<file path="src/sv/rtce_pkg.sv">
// Package with shared types, codes and reset constants of the connection engine.
`timescale 1ns / 1ps
package rtce_pkg;

  localparam logic [15:0] WindowReset = 16'd3072;
  localparam logic [15:0] MssReset    = 16'd536;
  localparam logic [31:0] IssReset    = 32'd1;
  localparam logic [15:0] DelayReset  = 16'd100;
  localparam int          QueueDepth  = 2;

  typedef enum logic [3:0] {
    ST_LISTEN    = 4'd0,
    ST_SYNSENT   = 4'd1,
    ST_SYNRCVD   = 4'd2,
    ST_ESTAB     = 4'd3,
    ST_FINW1     = 4'd4,
    ST_FINW2     = 4'd5,
    ST_TIMEWAIT  = 4'd6,
    ST_CLOSED    = 4'd7,
    ST_CLOSEWAIT = 4'd8,
    ST_LASTACK   = 4'd9,
    ST_CLOSING   = 4'd10
  } conn_state_t;

  typedef enum logic [2:0] {
    ACT_OPEN  = 3'd0,
    ACT_TICK  = 3'd1,
    ACT_DATA  = 3'd2,
    ACT_SEG   = 3'd3,
    ACT_CLOSE = 3'd4
  } action_t;

  typedef enum logic [2:0] {
    CFG_ROLE   = 3'd0,
    CFG_WINDOW = 3'd1,
    CFG_MSS    = 3'd2,
    CFG_ISS    = 3'd3,
    CFG_DELAY  = 3'd4
  } cfg_index_t;

  localparam logic [2:0] F_SYN = 3'd1;
  localparam logic [2:0] F_ACK = 3'd2;
  localparam logic [2:0] F_FIN = 3'd4;

  localparam logic [1:0] STAT_NONE      = 2'd0;
  localparam logic [1:0] STAT_CONNECTED = 2'd1;
  localparam logic [1:0] STAT_FAILED    = 2'd2;
  localparam logic [1:0] STAT_CLOSED    = 2'd3;

  typedef struct packed {
    logic [2:0]  action;
    logic [15:0] app_pending_bytes;
    logic [2:0]  net_flags;
    logic [31:0] net_seq;
    logic [31:0] net_ack;
    logic [15:0] net_payload_bytes;
  } req_t;

  typedef struct packed {
    logic        send_valid;
    logic [2:0]  send_flags;
    logic [31:0] tx_seq;
    logic [31:0] send_ack;
    logic [15:0] send_window;
    logic [15:0] send_payload_bytes;
    logic [15:0] deliver_bytes;
    logic        fin_to_app;
    logic [3:0]  link_state;
    logic [1:0]  open_status;
    logic        last;
  } res_t;

endpackage

</file>
<file path="src/sv/reliable_transport_connection_engine.sv">
// Top level of the connection engine: request queue, engine and assertions.
// Each request passes the request queue, then its first result is registered.
// Throughput: one request per cycle while the output does not stall and each
// request yields one result; a second result blocks new requests until it moves on.
// Reset (rst_n low, synchronous) returns the connection to listen, clears the
// queue and restores the configuration and connection registers to their defaults.
`timescale 1ns / 1ps
module reliable_transport_connection_engine #(
  parameter int QueueDepth = rtce_pkg::QueueDepth
) (
  input  logic        clk,
  input  logic        rst_n,
  input  logic        in_valid,
  output logic        in_stall,
  input  logic [2:0]  in_action,
  input  logic [15:0] in_app_pending_bytes,
  input  logic [2:0]  in_net_flags,
  input  logic [31:0] in_net_seq,
  input  logic [31:0] in_net_ack,
  input  logic [15:0] in_net_payload_bytes,
  input  logic        cfg_valid,
  output logic        cfg_ready,
  input  logic [2:0]  cfg_index,
  input  logic [31:0] cfg_data,
  output logic        out_valid,
  input  logic        out_stall,
  output logic        out_send_valid,
  output logic [2:0]  out_send_flags,
  output logic [31:0] out_tx_seq,
  output logic [31:0] out_send_ack,
  output logic [15:0] out_send_window,
  output logic [15:0] out_send_payload_bytes,
  output logic [15:0] out_deliver_bytes,
  output logic        out_fin_to_app,
  output logic [3:0]  out_link_state,
  output logic [1:0]  out_open_status,
  output logic        out_last
);

  rtce_pkg::req_t in_req, q_req;
  rtce_pkg::res_t res;
  logic           q_valid, q_take;

  assign in_req = '{action: in_action, app_pending_bytes: in_app_pending_bytes,
                    net_flags: in_net_flags, net_seq: in_net_seq,
                    net_ack: in_net_ack, net_payload_bytes: in_net_payload_bytes};

  rtce_front #(.Depth(QueueDepth)) u_front (
    .clk, .rst_n, .in_valid, .in_stall, .in_req, .q_valid, .q_take, .q_req
  );

  rtce_back u_back (
    .clk, .rst_n, .q_valid, .q_take, .q_req, .cfg_valid, .cfg_ready, .cfg_index,
    .cfg_data, .out_valid, .out_stall, .out_res(res)
  );

  assign out_send_valid         = res.send_valid;
  assign out_send_flags         = res.send_flags;
  assign out_tx_seq             = res.tx_seq;
  assign out_send_ack           = res.send_ack;
  assign out_send_window        = res.send_window;
  assign out_send_payload_bytes = res.send_payload_bytes;
  assign out_deliver_bytes      = res.deliver_bytes;
  assign out_fin_to_app         = res.fin_to_app;
  assign out_link_state         = res.link_state;
  assign out_open_status        = res.open_status;
  assign out_last               = res.last;

  a_idle_no_send: assert property (@(posedge clk) disable iff (!rst_n)
    out_valid && !out_send_valid |-> out_send_flags == 3'd0 && out_last)
    else $error("Result without a segment carries flags or is not final.");

  a_take_needs_item: assert property (@(posedge clk) disable iff (!rst_n)
    q_take |-> q_valid)
    else $error("Engine took a request from an empty queue.");

  a_non_last_sends: assert property (@(posedge clk) disable iff (!rst_n)
    out_valid && !out_last |-> out_send_valid && out_open_status == 2'd0)
    else $error("Earlier result lacks a segment or reports status.");

endmodule

</file>
<file path="src/sv/rtce_front.sv">
// Front part: a small request queue ahead of the engine.
`timescale 1ns / 1ps
module rtce_front #(
  parameter int Depth = rtce_pkg::QueueDepth
) (
  input  logic           clk,
  input  logic           rst_n,
  input  logic           in_valid,
  output logic           in_stall,
  input  rtce_pkg::req_t in_req,
  output logic           q_valid,
  input  logic           q_take,
  output rtce_pkg::req_t q_req
);

  localparam int AW = (Depth > 1) ? $clog2(Depth) : 1;

  rtce_pkg::req_t mem_r [Depth];
  logic [AW-1:0] wp_r, wp_nxt, rp_r, rp_nxt;
  logic [AW:0]   cnt_r, cnt_nxt;
  logic          push, pop;

  assign in_stall = (cnt_r == (AW+1)'(Depth));
  assign push     = in_valid && !in_stall;
  assign q_valid  = (cnt_r != '0);
  assign pop      = q_valid && q_take;
  assign q_req    = mem_r[rp_r];

  always_comb begin
    wp_nxt  = push ? ((wp_r == AW'(Depth-1)) ? '0 : wp_r + 1'b1) : wp_r;
    rp_nxt  = pop ? ((rp_r == AW'(Depth-1)) ? '0 : rp_r + 1'b1) : rp_r;
    cnt_nxt = cnt_r + (AW+1)'(push) - (AW+1)'(pop);
  end

  always_ff @(posedge clk) begin
    if (!rst_n) begin
      wp_r  <= '0;
      rp_r  <= '0;
      cnt_r <= '0;
    end else begin
      wp_r  <= wp_nxt;
      rp_r  <= rp_nxt;
      cnt_r <= cnt_nxt;
    end
    if (push) mem_r[wp_r] <= in_req;
  end

endmodule

</file>
<file path="src/sv/rtce_back.sv">
// Back part: connection state, segment generation and the result register.
`timescale 1ns / 1ps
module rtce_back (
  input  logic           clk,
  input  logic           rst_n,
  input  logic           q_valid,
  output logic           q_take,
  input  rtce_pkg::req_t q_req,
  input  logic           cfg_valid,
  output logic           cfg_ready,
  input  logic [2:0]     cfg_index,
  input  logic [31:0]    cfg_data,
  output logic           out_valid,
  input  logic           out_stall,
  output rtce_pkg::res_t out_res
);

  logic        role_r;
  logic [15:0] win_r, mss_r, delay_r;
  logic [31:0] iss_r;

  rtce_pkg::conn_state_t st_r, st_nxt;
  logic        fin_r, fin_nxt;
  logic [31:0] snd_r, snd_nxt, rcv_r, rcv_nxt, una_r, una_nxt;
  logic        ap_r, ap_nxt;
  logic [15:0] tm_r, tm_nxt;

  // Second result of a request that emits two segments waits here.
  logic           hold_v_r;
  rtce_pkg::res_t hold_r;
  logic           ov_r;
  rtce_pkg::res_t o_r;

  logic        e1, e2;
  logic [2:0]  f1, f2;
  logic [31:0] s1, s2, a1, a2;
  logic [15:0] l1, l2, dlv;
  logic        fapp;
  logic [1:0]  stat;
  logic [31:0] inflight, avail32;
  logic [15:0] avail;
  logic        conn;
  logic        out_free, take;
  rtce_pkg::res_t r1, r2;

  assign cfg_ready = 1'b1;
  assign out_free  = !ov_r || !out_stall;
  assign take      = q_valid && !hold_v_r && out_free;
  assign q_take    = take;
  assign out_valid = ov_r;
  assign out_res   = o_r;

  always_comb begin
    st_nxt = st_r; fin_nxt = fin_r; snd_nxt = snd_r; rcv_nxt = rcv_r;
    una_nxt = una_r; ap_nxt = ap_r; tm_nxt = tm_r;
    e1 = 1'b0; e2 = 1'b0; f1 = '0; f2 = '0; s1 = '0; s2 = '0; a1 = '0; a2 = '0;
    l1 = '0; l2 = '0; dlv = '0; fapp = 1'b0; stat = rtce_pkg::STAT_NONE;
    conn = (st_r == rtce_pkg::ST_ESTAB) || (st_r == rtce_pkg::ST_FINW1) ||
           (st_r == rtce_pkg::ST_FINW2) || (st_r == rtce_pkg::ST_CLOSEWAIT) ||
           (st_r == rtce_pkg::ST_LASTACK) || (st_r == rtce_pkg::ST_CLOSING);
    inflight = snd_r - una_r;
    avail32 = (inflight >= {16'd0, win_r}) ? 32'd0 : {16'd0, win_r} - inflight;
    if (avail32 > {16'd0, mss_r}) avail32 = {16'd0, mss_r};
    if (avail32 > {16'd0, q_req.app_pending_bytes})
      avail32 = {16'd0, q_req.app_pending_bytes};
    avail = avail32[15:0];
    unique case (q_req.action)
      rtce_pkg::ACT_OPEN: begin
        if (st_r == rtce_pkg::ST_LISTEN || st_r == rtce_pkg::ST_CLOSED) begin
          una_nxt = iss_r; rcv_nxt = '0; ap_nxt = 1'b0; tm_nxt = '0;
          fin_nxt = 1'b0; st_nxt = rtce_pkg::ST_LISTEN; snd_nxt = iss_r;
          if (role_r) begin
            e1 = 1'b1; f1 = rtce_pkg::F_SYN; s1 = iss_r; a1 = '0;
            st_nxt = rtce_pkg::ST_SYNSENT; snd_nxt = iss_r + 32'd1;
          end
        end
      end
      rtce_pkg::ACT_TICK: begin
        if (conn && ap_r) begin
          if (tm_r <= 16'd1) begin
            e1 = 1'b1; f1 = rtce_pkg::F_ACK; s1 = snd_r; a1 = rcv_r;
            ap_nxt = 1'b0; tm_nxt = '0;
          end else begin
            tm_nxt = tm_r - 16'd1;
          end
        end
      end
      rtce_pkg::ACT_DATA: begin
        if ((st_r == rtce_pkg::ST_ESTAB || st_r == rtce_pkg::ST_CLOSEWAIT) &&
            avail != '0) begin
          e1 = 1'b1; f1 = rtce_pkg::F_ACK; s1 = snd_r; a1 = rcv_r; l1 = avail;
          snd_nxt = snd_r + {16'd0, avail}; ap_nxt = 1'b0;
        end
      end
      rtce_pkg::ACT_SEG: begin
        priority if (st_r == rtce_pkg::ST_LISTEN) begin
          if (!role_r) begin
            if (q_req.net_flags == rtce_pkg::F_SYN) begin
              rcv_nxt = q_req.net_seq + 32'd1; st_nxt = rtce_pkg::ST_SYNRCVD;
              e1 = 1'b1; f1 = rtce_pkg::F_SYN | rtce_pkg::F_ACK; s1 = snd_r;
              a1 = q_req.net_seq + 32'd1; snd_nxt = snd_r + 32'd1;
            end else begin
              st_nxt = rtce_pkg::ST_CLOSED; fin_nxt = 1'b1;
              stat = rtce_pkg::STAT_FAILED;
            end
          end
        end else if (st_r == rtce_pkg::ST_SYNSENT) begin
          if (q_req.net_flags == (rtce_pkg::F_SYN | rtce_pkg::F_ACK) &&
              q_req.net_ack == snd_r) begin
            rcv_nxt = q_req.net_seq + 32'd1; una_nxt = q_req.net_ack;
            e1 = 1'b1; f1 = rtce_pkg::F_ACK; s1 = snd_r; a1 = q_req.net_seq + 32'd1;
            st_nxt = rtce_pkg::ST_ESTAB; stat = rtce_pkg::STAT_CONNECTED;
          end else begin
            st_nxt = rtce_pkg::ST_CLOSED; fin_nxt = 1'b1;
            stat = rtce_pkg::STAT_FAILED;
          end
        end else if (st_r == rtce_pkg::ST_SYNRCVD) begin
          if (q_req.net_flags == rtce_pkg::F_ACK && q_req.net_ack == snd_r) begin
            una_nxt = q_req.net_ack; st_nxt = rtce_pkg::ST_ESTAB;
            stat = rtce_pkg::STAT_CONNECTED;
          end else begin
            st_nxt = rtce_pkg::ST_CLOSED; fin_nxt = 1'b1;
            stat = rtce_pkg::STAT_FAILED;
          end
        end else if (conn && q_req.net_flags[1]) begin
          if (q_req.net_ack > una_r && q_req.net_ack <= snd_r) begin
            una_nxt = q_req.net_ack;
            priority if (st_r == rtce_pkg::ST_FINW1 && q_req.net_ack == snd_r) begin
              st_nxt = rtce_pkg::ST_FINW2;
            end else if (st_r == rtce_pkg::ST_LASTACK && q_req.net_ack == snd_r) begin
              st_nxt = rtce_pkg::ST_CLOSED; fin_nxt = 1'b1; stat = rtce_pkg::STAT_CLOSED;
            end else if (st_r == rtce_pkg::ST_CLOSING) begin
              st_nxt = rtce_pkg::ST_CLOSED; fin_nxt = 1'b1; stat = rtce_pkg::STAT_CLOSED;
            end else begin
            end
          end
          if (q_req.net_payload_bytes != '0) begin
            if (q_req.net_seq == rcv_r) begin
              dlv = q_req.net_payload_bytes;
              rcv_nxt = rcv_r + {16'd0, q_req.net_payload_bytes};
              if (ap_r) begin
                e1 = 1'b1; f1 = rtce_pkg::F_ACK; s1 = snd_r; a1 = rcv_nxt;
                ap_nxt = 1'b0; tm_nxt = '0;
              end else begin
                ap_nxt = 1'b1; tm_nxt = delay_r;
              end
            end else begin
              ap_nxt = 1'b0; tm_nxt = '0;
              e1 = 1'b1; f1 = rtce_pkg::F_ACK; s1 = snd_r; a1 = rcv_r;
            end
          end
          if (q_req.net_flags[2] &&
              (q_req.net_seq + {16'd0, q_req.net_payload_bytes}) == rcv_nxt) begin
            fapp = 1'b1;
            rcv_nxt = rcv_nxt + 32'd1; ap_nxt = 1'b0; tm_nxt = '0;
            if (e1) begin
              e2 = 1'b1; f2 = rtce_pkg::F_ACK; s2 = snd_r; a2 = rcv_nxt;
            end else begin
              e1 = 1'b1; f1 = rtce_pkg::F_ACK; s1 = snd_r; a1 = rcv_nxt;
            end
            // The acknowledgement above may already have moved the state.
            priority if (st_nxt == rtce_pkg::ST_ESTAB) begin
              st_nxt = rtce_pkg::ST_CLOSEWAIT;
            end else if (st_nxt == rtce_pkg::ST_FINW1) begin
              st_nxt = rtce_pkg::ST_CLOSING;
            end else if (st_nxt == rtce_pkg::ST_FINW2) begin
              st_nxt = rtce_pkg::ST_CLOSED; fin_nxt = 1'b1; stat = rtce_pkg::STAT_CLOSED;
            end else begin
            end
          end
        end else begin
        end
      end
      rtce_pkg::ACT_CLOSE: begin
        if (conn) begin
          if (ap_r) begin
            e1 = 1'b1; f1 = rtce_pkg::F_ACK; s1 = snd_r; a1 = rcv_r;
            ap_nxt = 1'b0; tm_nxt = '0;
          end
          if (st_r == rtce_pkg::ST_ESTAB || st_r == rtce_pkg::ST_CLOSEWAIT) begin
            st_nxt = (st_r == rtce_pkg::ST_ESTAB) ? rtce_pkg::ST_FINW1
                                                  : rtce_pkg::ST_LASTACK;
            snd_nxt = snd_r + 32'd1;
            if (e1) begin
              e2 = 1'b1; f2 = rtce_pkg::F_FIN | rtce_pkg::F_ACK; s2 = snd_r; a2 = rcv_r;
            end else begin
              e1 = 1'b1; f1 = rtce_pkg::F_FIN | rtce_pkg::F_ACK; s1 = snd_r; a1 = rcv_r;
            end
          end
        end
      end
      default: begin
      end
    endcase

    r1 = '0;
    r1.send_valid = e1; r1.send_flags = f1; r1.tx_seq = s1; r1.send_ack = a1;
    r1.send_window = e1 ? win_r : '0; r1.send_payload_bytes = l1;
    r1.link_state = st_nxt;
    r2 = '0;
    r2.send_valid = e2; r2.send_flags = f2; r2.tx_seq = s2; r2.send_ack = a2;
    r2.send_window = e2 ? win_r : '0; r2.send_payload_bytes = l2;
    r2.link_state = st_nxt;
    r2.deliver_bytes = dlv; r2.fin_to_app = fapp; r2.open_status = stat; r2.last = 1'b1;
    if (!e2) begin
      r1.deliver_bytes = dlv; r1.fin_to_app = fapp; r1.open_status = stat; r1.last = 1'b1;
    end
  end

  always_ff @(posedge clk) begin
    if (!rst_n) begin
      role_r <= 1'b0; win_r <= rtce_pkg::WindowReset; mss_r <= rtce_pkg::MssReset;
      iss_r <= rtce_pkg::IssReset; delay_r <= rtce_pkg::DelayReset;
      st_r <= rtce_pkg::ST_LISTEN; fin_r <= 1'b0; snd_r <= '0; rcv_r <= '0;
      una_r <= '0; ap_r <= 1'b0; tm_r <= '0;
      hold_v_r <= 1'b0; ov_r <= 1'b0;
    end else begin
      if (cfg_valid) begin
        unique case (cfg_index)
          rtce_pkg::CFG_ROLE:   role_r  <= cfg_data[0];
          rtce_pkg::CFG_WINDOW: win_r   <= cfg_data[15:0];
          rtce_pkg::CFG_MSS:    mss_r   <= cfg_data[15:0];
          rtce_pkg::CFG_ISS:    iss_r   <= cfg_data;
          rtce_pkg::CFG_DELAY:  delay_r <= cfg_data[15:0];
          default: begin
          end
        endcase
      end
      if (out_free) begin
        if (hold_v_r) begin
          ov_r <= 1'b1; o_r <= hold_r; hold_v_r <= 1'b0;
        end else if (take) begin
          ov_r <= 1'b1; o_r <= r1; hold_v_r <= e2; hold_r <= r2;
          st_r <= st_nxt; fin_r <= fin_nxt; snd_r <= snd_nxt; rcv_r <= rcv_nxt;
          una_r <= una_nxt; ap_r <= ap_nxt; tm_r <= tm_nxt;
        end else begin
          ov_r <= 1'b0;
        end
      end
    end
  end

endmodule

</file>
<file path="config.mk">
export PLATFORM = sky130hd
export DESIGN_NAME = reliable_transport_connection_engine
export DESIGN_NICKNAME = d
export VERILOG_FILES = /design/src/sv/rtce_pkg.sv /design/src/sv/reliable_transport_connection_engine.sv /design/src/sv/rtce_front.sv /design/src/sv/rtce_back.sv
export SDC_FILE = /design/constraint.sdc
export NUM_CORES = 2
export LEC_CHECK = 0
export ABC_AREA = 1
export BUFFER_PORTS_ARGS = -buffer_cell sky130_fd_sc_hd__buf_4
export CAP_MARGIN = 20
export CORE_AREA = 2 2 289 291
export DETAILED_ROUTE_END_ITERATION = 8
export DIE_AREA = 0 0 291 293
export HOLD_SLACK_MARGIN = 0.06
export PLACE_DENSITY_LB_ADDON = 0.15
export SYNTH_ARGS = -nofsm -noshare
export SYNTH_HDL_FRONTEND = slang
export SYNTH_SLANG_ARGS = --single-unit
</file>
<file path="constraint.sdc">
create_clock -name clk -period 12.1 [get_ports clk]
set_clock_uncertainty 0.2 [all_clocks]
set_input_delay 2.42 -clock clk [delete_from_list [all_inputs] [get_ports clk]]
set_output_delay 2.42 -clock clk [all_outputs]
set_load 0.01 [all_outputs]
</file>
# [After elaboration in Yosys (flattened, before gate mapping)]
# Memory sizes are Yosys's and may differ from the RTL's. A register that Yosys moved wholly into a read port is not among the register bits.
# Cells that the tools add are included.
[word_totals] reg_bits=435 mem_count=1 in_bits=142 mem_bits_rw=204 output_inout_bits=127
[classes] n_lt_le_gt_ge=6 n_bitwise=1 n_eq_ne=51 add_sub_neg=14 reduce_logical=49 mux=268
[mem_list] memory="u_front.mem_r" words=2 width=102 rd=1 rd_ports_with_merged_regs=1 write_ports=1 line="rtce_front.sv:18" rtl="rtce_pkg::req_t mem_r [Depth];"
[ops] op="two-way mux 32 bit" count=91
[ops] op="two-way mux 16 bit" count=24
[ops] op="one-hot mux 32 bit (2 select lines)" count=4
[ops] op="one-hot mux 32 bit (4 select lines)" count=2
[ops] op="two-way mux 124 bit" count=2
[ops] op="one-hot mux 32 bit (5 select lines)" count=1
[ops] op="adder 32 x 1 -> 32 bit, second input constant" count=4
[ops] op="adder 32 x 16 -> 32 bit" count=3
[ops] op="equality test 32 bit" count=3
[ops] op="two-way mux 4 bit" count=22
[ops] op="two-way mux 3 bit" count=26
[ops] op="two-way mux 1 bit" count=65
[ops] op="greater-than comparator 32 x 16 -> 1 bit" count=2
[ops] op="one-hot mux 16 bit (4 select lines)" count=1
[ops] op="two-way mux 2 bit" count=23
[ops] op="greater-or-equal comparator 32 x 16 -> 1 bit" count=1
[ops] op="greater-than comparator 32 bit" count=1
[ops] op="less-or-equal comparator 32 bit" count=1
[ops] op="nonzero test 16 bit" count=2
[ops] op="subtractor 16 x 32 -> 32 bit" count=1
[ops] op="subtractor 32 bit" count=1
[ops] op="equality test 4 x 3 -> 1 bit, second input constant" count=5
[ops] op="inequality test 2 x 1 -> 1 bit, second input constant" count=10
[ops] op="AND reduction 10 bit" count=2
[ops] op="39 further kinds" count=92

# [Depth between registers and ports, before layout]
[logic_depth] word_depth=25 mapped_depth=71 ltp_nobuf=70

# [Cells and area by module]
# A second synthesis with hierarchy kept.
[hier_totals] cells_unflattened=5948 hier_area_um2=44353.8
[by_module_without_submodules] mod="rtce_back" seq_area_each_um2=10880.4 area_per_inst_um2=36423.7 n_inst=1 cells_each=5593
[by_module_without_submodules] mod="rtce_front" seq_area_each_um2=6226.0 area_per_inst_um2=7930.1 n_inst=1 cells_each=355

# [Least setup slack after synthesis]
# No wires, ideal clock.
[synth_timing] kind="input-to-reg" from="input rst_n" to="register u_back.o_r (netlist bit u_back.out_res[0]) (enable)" required_ns=11.110 n_path_buf=2 setup_ns=0.790 stages=4 arrival_ns=12.089 path_slack_ns=-0.980 path_cell_list="clkbuf_1 inv_2 clkbuf_1 a211oi_1"
[synth_via] elab_chain_len=1
[synth_rtl] element="start: declaration" line="reliable_transport_connection_engine.sv:12" rtl="input logic rst_n,"
[synth_rtl] element="AND reduction 3 bit (no source line)"
[synth_rtl] element="end signal: assignment" line="rtce_back.sv:231" rtl="ov_r <= 1'b1; o_r <= hold_r; hold_v_r <= 1'b0;"
[synth_rtl] element="end signal: assignment" line="rtce_back.sv:233" rtl="ov_r <= 1'b1; o_r <= r1; hold_v_r <= e2; hold_r <= r2;"
[synth_rtl] element="end: declaration" line="rtce_back.sv:32" rtl="rtce_pkg::res_t o_r;"
# Every way passes these cells.
# A chain may end at the register's enable or synchronous reset.

# [Final worst setup path]
[layout_timing] from="register u_back.snd_r[0]" to="register u_back.snd_r[30]"
[layout_via] elab_chain_len=11
[layout_rtl] element="start: declaration" line="rtce_back.sv:24" rtl="logic [31:0] snd_r, snd_nxt, rcv_r, rcv_nxt, una_r, una_nxt;"
[layout_rtl] element="start signal: assignment" line="rtce_back.sv:234" rtl="st_r <= st_nxt; fin_r <= fin_nxt; snd_r <= snd_nxt; rcv_r <= rcv_nxt;"
[layout_rtl] element="parallel branches: the longest is 11 deep, another holds subtractor 32 bit"
# Parallel ways; which one is timed is not known. The select of a mux whose other input is x is not followed.

==> flow_summary_export.csv <==
group,metric,value,unit
critical_path,worst_ep_arrival_time,11.36,ns
worst_hold_path,hp-class,"register to register",
routing,drc_errors,0,
routing,drt-initial-drc-count,6611,
worst_hold_path,hold_start,"u_back.delay_r[15]$_SDFFE_PN0P_",
global_routing,grt_overflow,0,
timing,slew_viol_final,0,
synthesis,yosys.cell_count.top_type,"nand2_1",
clock_network,clk_latency,0.66,ns
critical_path,crit_slowest_cell,"o21ai_0",
pwr,leakage,22.2,nW
clock_network,cts.sinks,638,
timing,relSlewSlack,17.0,%
clock_network,tritoncts,"yes",
timing,finalSetupViolCount,0,
timing,fmax,0.0909,GHz
synthesis,yosys-top-cells-area,"edfxtp_1 (29%), nand2_1 (16%), dfxtp_1 (9.2%)",
synthesis,ys_async_sr_fraction,0,%
critical_path,cp_slowest_stage_delay,0.45,ns
timing,tns,0,ns
critical_path,rr_endpoint,"u_back.snd_r[30]$_SDFFE_PN0P_",
pwr,peakVddDrop,0.185,mV
floorplan,rows,105,
synthesis,syn_nets,6628,
global_routing,grt_max_degree,75,
critical_path,cp_max_fo,17,
final_layout,nets,6778,
critical_path,rr_startpoint,"u_back.snd_r[0]$_SDFFE_PN0P_",
global_routing,grt_antenna_before_repair,4,
floorplan,ios,269,
timing,finalCritPeriodShare,90.9,%
timing,worst_pin_slew,1.24,ns
final_layout,finalInstanceArea,50000,µm²
global_routing,grt_pass1_wl,281,mm
global_routing,grt_pass1_vias,45381,
synthesis,ys_seq_area_share,38.3,%
job,drv_cap,0,
timing,rsz0062_at_grt,"no",
timing,hold_viol,0,
placement,place_area,47500,µm²
critical_path,path_common_cell,"nand2_1",
worst_hold_path,whs_endpoint,"u_back.delay_r[15]$_SDFFE_PN0P_",
critical_path,r2r_cells,65,
floorplan,fp.dieArea,85300,µm²
placement,dp_hpwl,142,mm
routing,num_vias,47066,
clock_network,htreeDepth,3,
final_layout,register_area,17100,µm²
routing,drtPass1Iterations,7,
synthesis,syn_area,44700,µm²
synthesis,postSynthAreaPerCell,7.12,µm²
placement,place_congestion,1.11,
floorplan,core_area,81800,µm²
critical_path,end_kind,"register",
run_status,run_status,"completed",
routing,antenna_left,0,
synthesis,yosysTopAreaCell,"edfxtp_1",
critical_path,startpoint_type,"register",
final_layout,nFillCells,7395,
final_layout,multi_input_area,23900,µm²
synthesis,synth-edff-count,433,
clock_network,cts_buffers,74,
clock_network,cts_max_path_buffers,3,
synthesis,yosys.area.top_type_share,29.1,%
worst_hold_path,hold_path_depth,2,
synthesis,synth-seq-cells,638,
clock_network,cts_setup_buffers,0,
synthesis,postSynthCellCount,6282,
synthesis,yosysUniqueCellTypes,72,
pwr,power_density,259,nW/µm²
floorplan,fp.dieW,291,µm
clock_network,root_buffer,"clkbuf_16",
global_routing,track_usage,44.1,%
timing,fin_crit,11.00,ns
synthesis,yosys-top-cells-count,"nand2_1 (1920), inv_1 (690), nor2_1 (565)",
clock_network,clk_pin_slew,0.06,ns
floorplan,initial_core_util,54.6,%
final_layout,drive_gt1_share,8.87,%
final_layout,area.growth.synth_to_final,11.8,%
critical_path,rrSetupSlack,1.10,ns
synthesis,yosysWarnings,0,
clock_network,cts_hold_buf,0,
clock_network,cts_resized,0,
routing,wl,192,mm
synthesis,synth_ff_type,"edfxtp_1",
critical_path,critical_path_required,12.47,ns
placement,numPortBuffers,267,
critical_path,worstSetupPathType,"register to register",
floorplan,fp.dieH,293,µm
routing,routedWlPerCell,25.4,µm
routing,viasPerCell,6.22,
-- final cells by class --
type,instances,share of cell area (%)
antenna,3,0.0150
clock buffer,93,4.08
clock inverter,44,0.819
inverter,711,5.35
multi-input combinational,4679,47.8
sequential,638,34.2
tap,1070,2.68
timing repair buffer,328,4.99
-- sequential cells by signal, indices dropped and copies added (netlist names), 32 cells and up, named ones only --
name / flops
u_back.snd_r: 32
u_back.una_r: 32
u_back.rcv_r: 32
u_back.out_res: 124
u_front.mem_r: 204
u_back.hold_r: 105
u_back.iss_r: 32
-- logic make-up after synthesis --
family,after synthesis,share of synthesized area [%]
AO/OA/AOI/OAI,1033,13.3
XOR/XNOR,131,2.57
adder cells (fa/ha/maj),204,5.79
buffers and inverters,965,8.51
flip-flops,638,38.3
multiplexers,20,0.448
other,1,0.00839
AND/OR/NAND/NOR,3290,31.1
-- through the flow --
| step | hold WS (ns) | cells | worst slack, ns | util, % | power, mW |
|---|---|---|---|---|---|
| 2_1_floorplan | 0.242 | 6282 | 3.09 | - | 7.74 |
| 3_3_place_gp | 0.251 | 7424 | 1.42 | 58.0 | 10.3 |
| 3_5_place_dp | 0.261 | 7424 | 1.26 | 58.0 | 10.3 |
| 4_1_cts | 0.278 | 7561 | 1.17 | 61.0 | 12.7 |
| 5_1_grt | 0.309 | 7565 | 0.108 | 61.1 | 13.6 |
| 6_report | 0.286 | 7566 | 1.10 | 61.1 | 12.9 |
-- cells in the final DEF (no fill, tap or decap), types with 20 or more instances in the layout --
| master | n |
|---|---|
| xnor2_1 | 45 |
| a211oi_1 | 39 |
| ha_1 | 199 |
| nor2_1 | 552 |
| dfxtp_1 | 203 |
| o21ai_1 | 59 |
| clkbuf_16 | 77 |
| or2_2 | 22 |
| xor2_1 | 86 |
| nand3b_1 | 25 |
| nor3_1 | 54 |
| buf_4 | 325 |
| and2_1 | 20 |
| nand2_2 | 40 |
| a2111oi_0 | 30 |
| edfxtp_1 | 433 |
| a21oi_1 | 401 |
| o211ai_1 | 24 |
| nand2_1 | 1919 |
| a22o_1 | 20 |
| a22oi_1 | 33 |
| nand3_1 | 429 |
| inv_1 | 687 |
| nand4_1 | 154 |
| o21ai_0 | 322 |
| mux2i_1 | 20 |
-- worst max-delay path, delay by kind of cell, from the launching register on --
kind,cells,cell delay (ns)
xor+xnor,1,0.09
buf+inv,7,0.79
simple gates,34,4.11
flops,1,0.38
compound gates,16,3.38
fa+ha+maj,7,1.97
-- worst max path at each step --
| stage | end | depth (start not counted) | from | slack [ns] |
|---|---|---|---|---|
| floorplan | u_back.snd_r[28]$_SDFFE_PN0P_ | 63 | u_back.snd_r[0]$_SDFFE_PN0P_ | 3.09 |
| global placement | u_back.snd_r[28]$_SDFFE_PN0P_ | 62 | u_back.snd_r[0]$_SDFFE_PN0P_ | 1.42 |
| detailed placement | u_back.snd_r[30]$_SDFFE_PN0P_ | 63 | u_back.snd_r[0]$_SDFFE_PN0P_ | 1.26 |
| CTS | u_back.snd_r[28]$_SDFFE_PN0P_ | 64 | u_back.snd_r[0]$_SDFFE_PN0P_ | 1.17 |
| global route | u_back.snd_r[30]$_SDFFE_PN0P_ | 64 | u_back.snd_r[0]$_SDFFE_PN0P_ | 0.11 |
| finish | u_back.snd_r[30]$_SDFFE_PN0P_ | 65 | u_back.snd_r[0]$_SDFFE_PN0P_ | 1.10 |
-- metal layers --
| layer | share of wire (%) | track usage, % |
|---|---|---|
| met5 | 0.023 | 0 |
| met4 | 9.2 | 34.0 |
| met3 | 11 | 9.54 |
| met2 | 45 | 71.6 |
| met1 | 35 | 51.1 |
-- report_power, final --
part	leakage (nW)	switching (mW)	internal (mW)
clock network	1.19	0.991	1.31
registers	5.76	0.171	2.72
logic	15.2	5.63	2.10
Power figures use the tool's default switching activity.
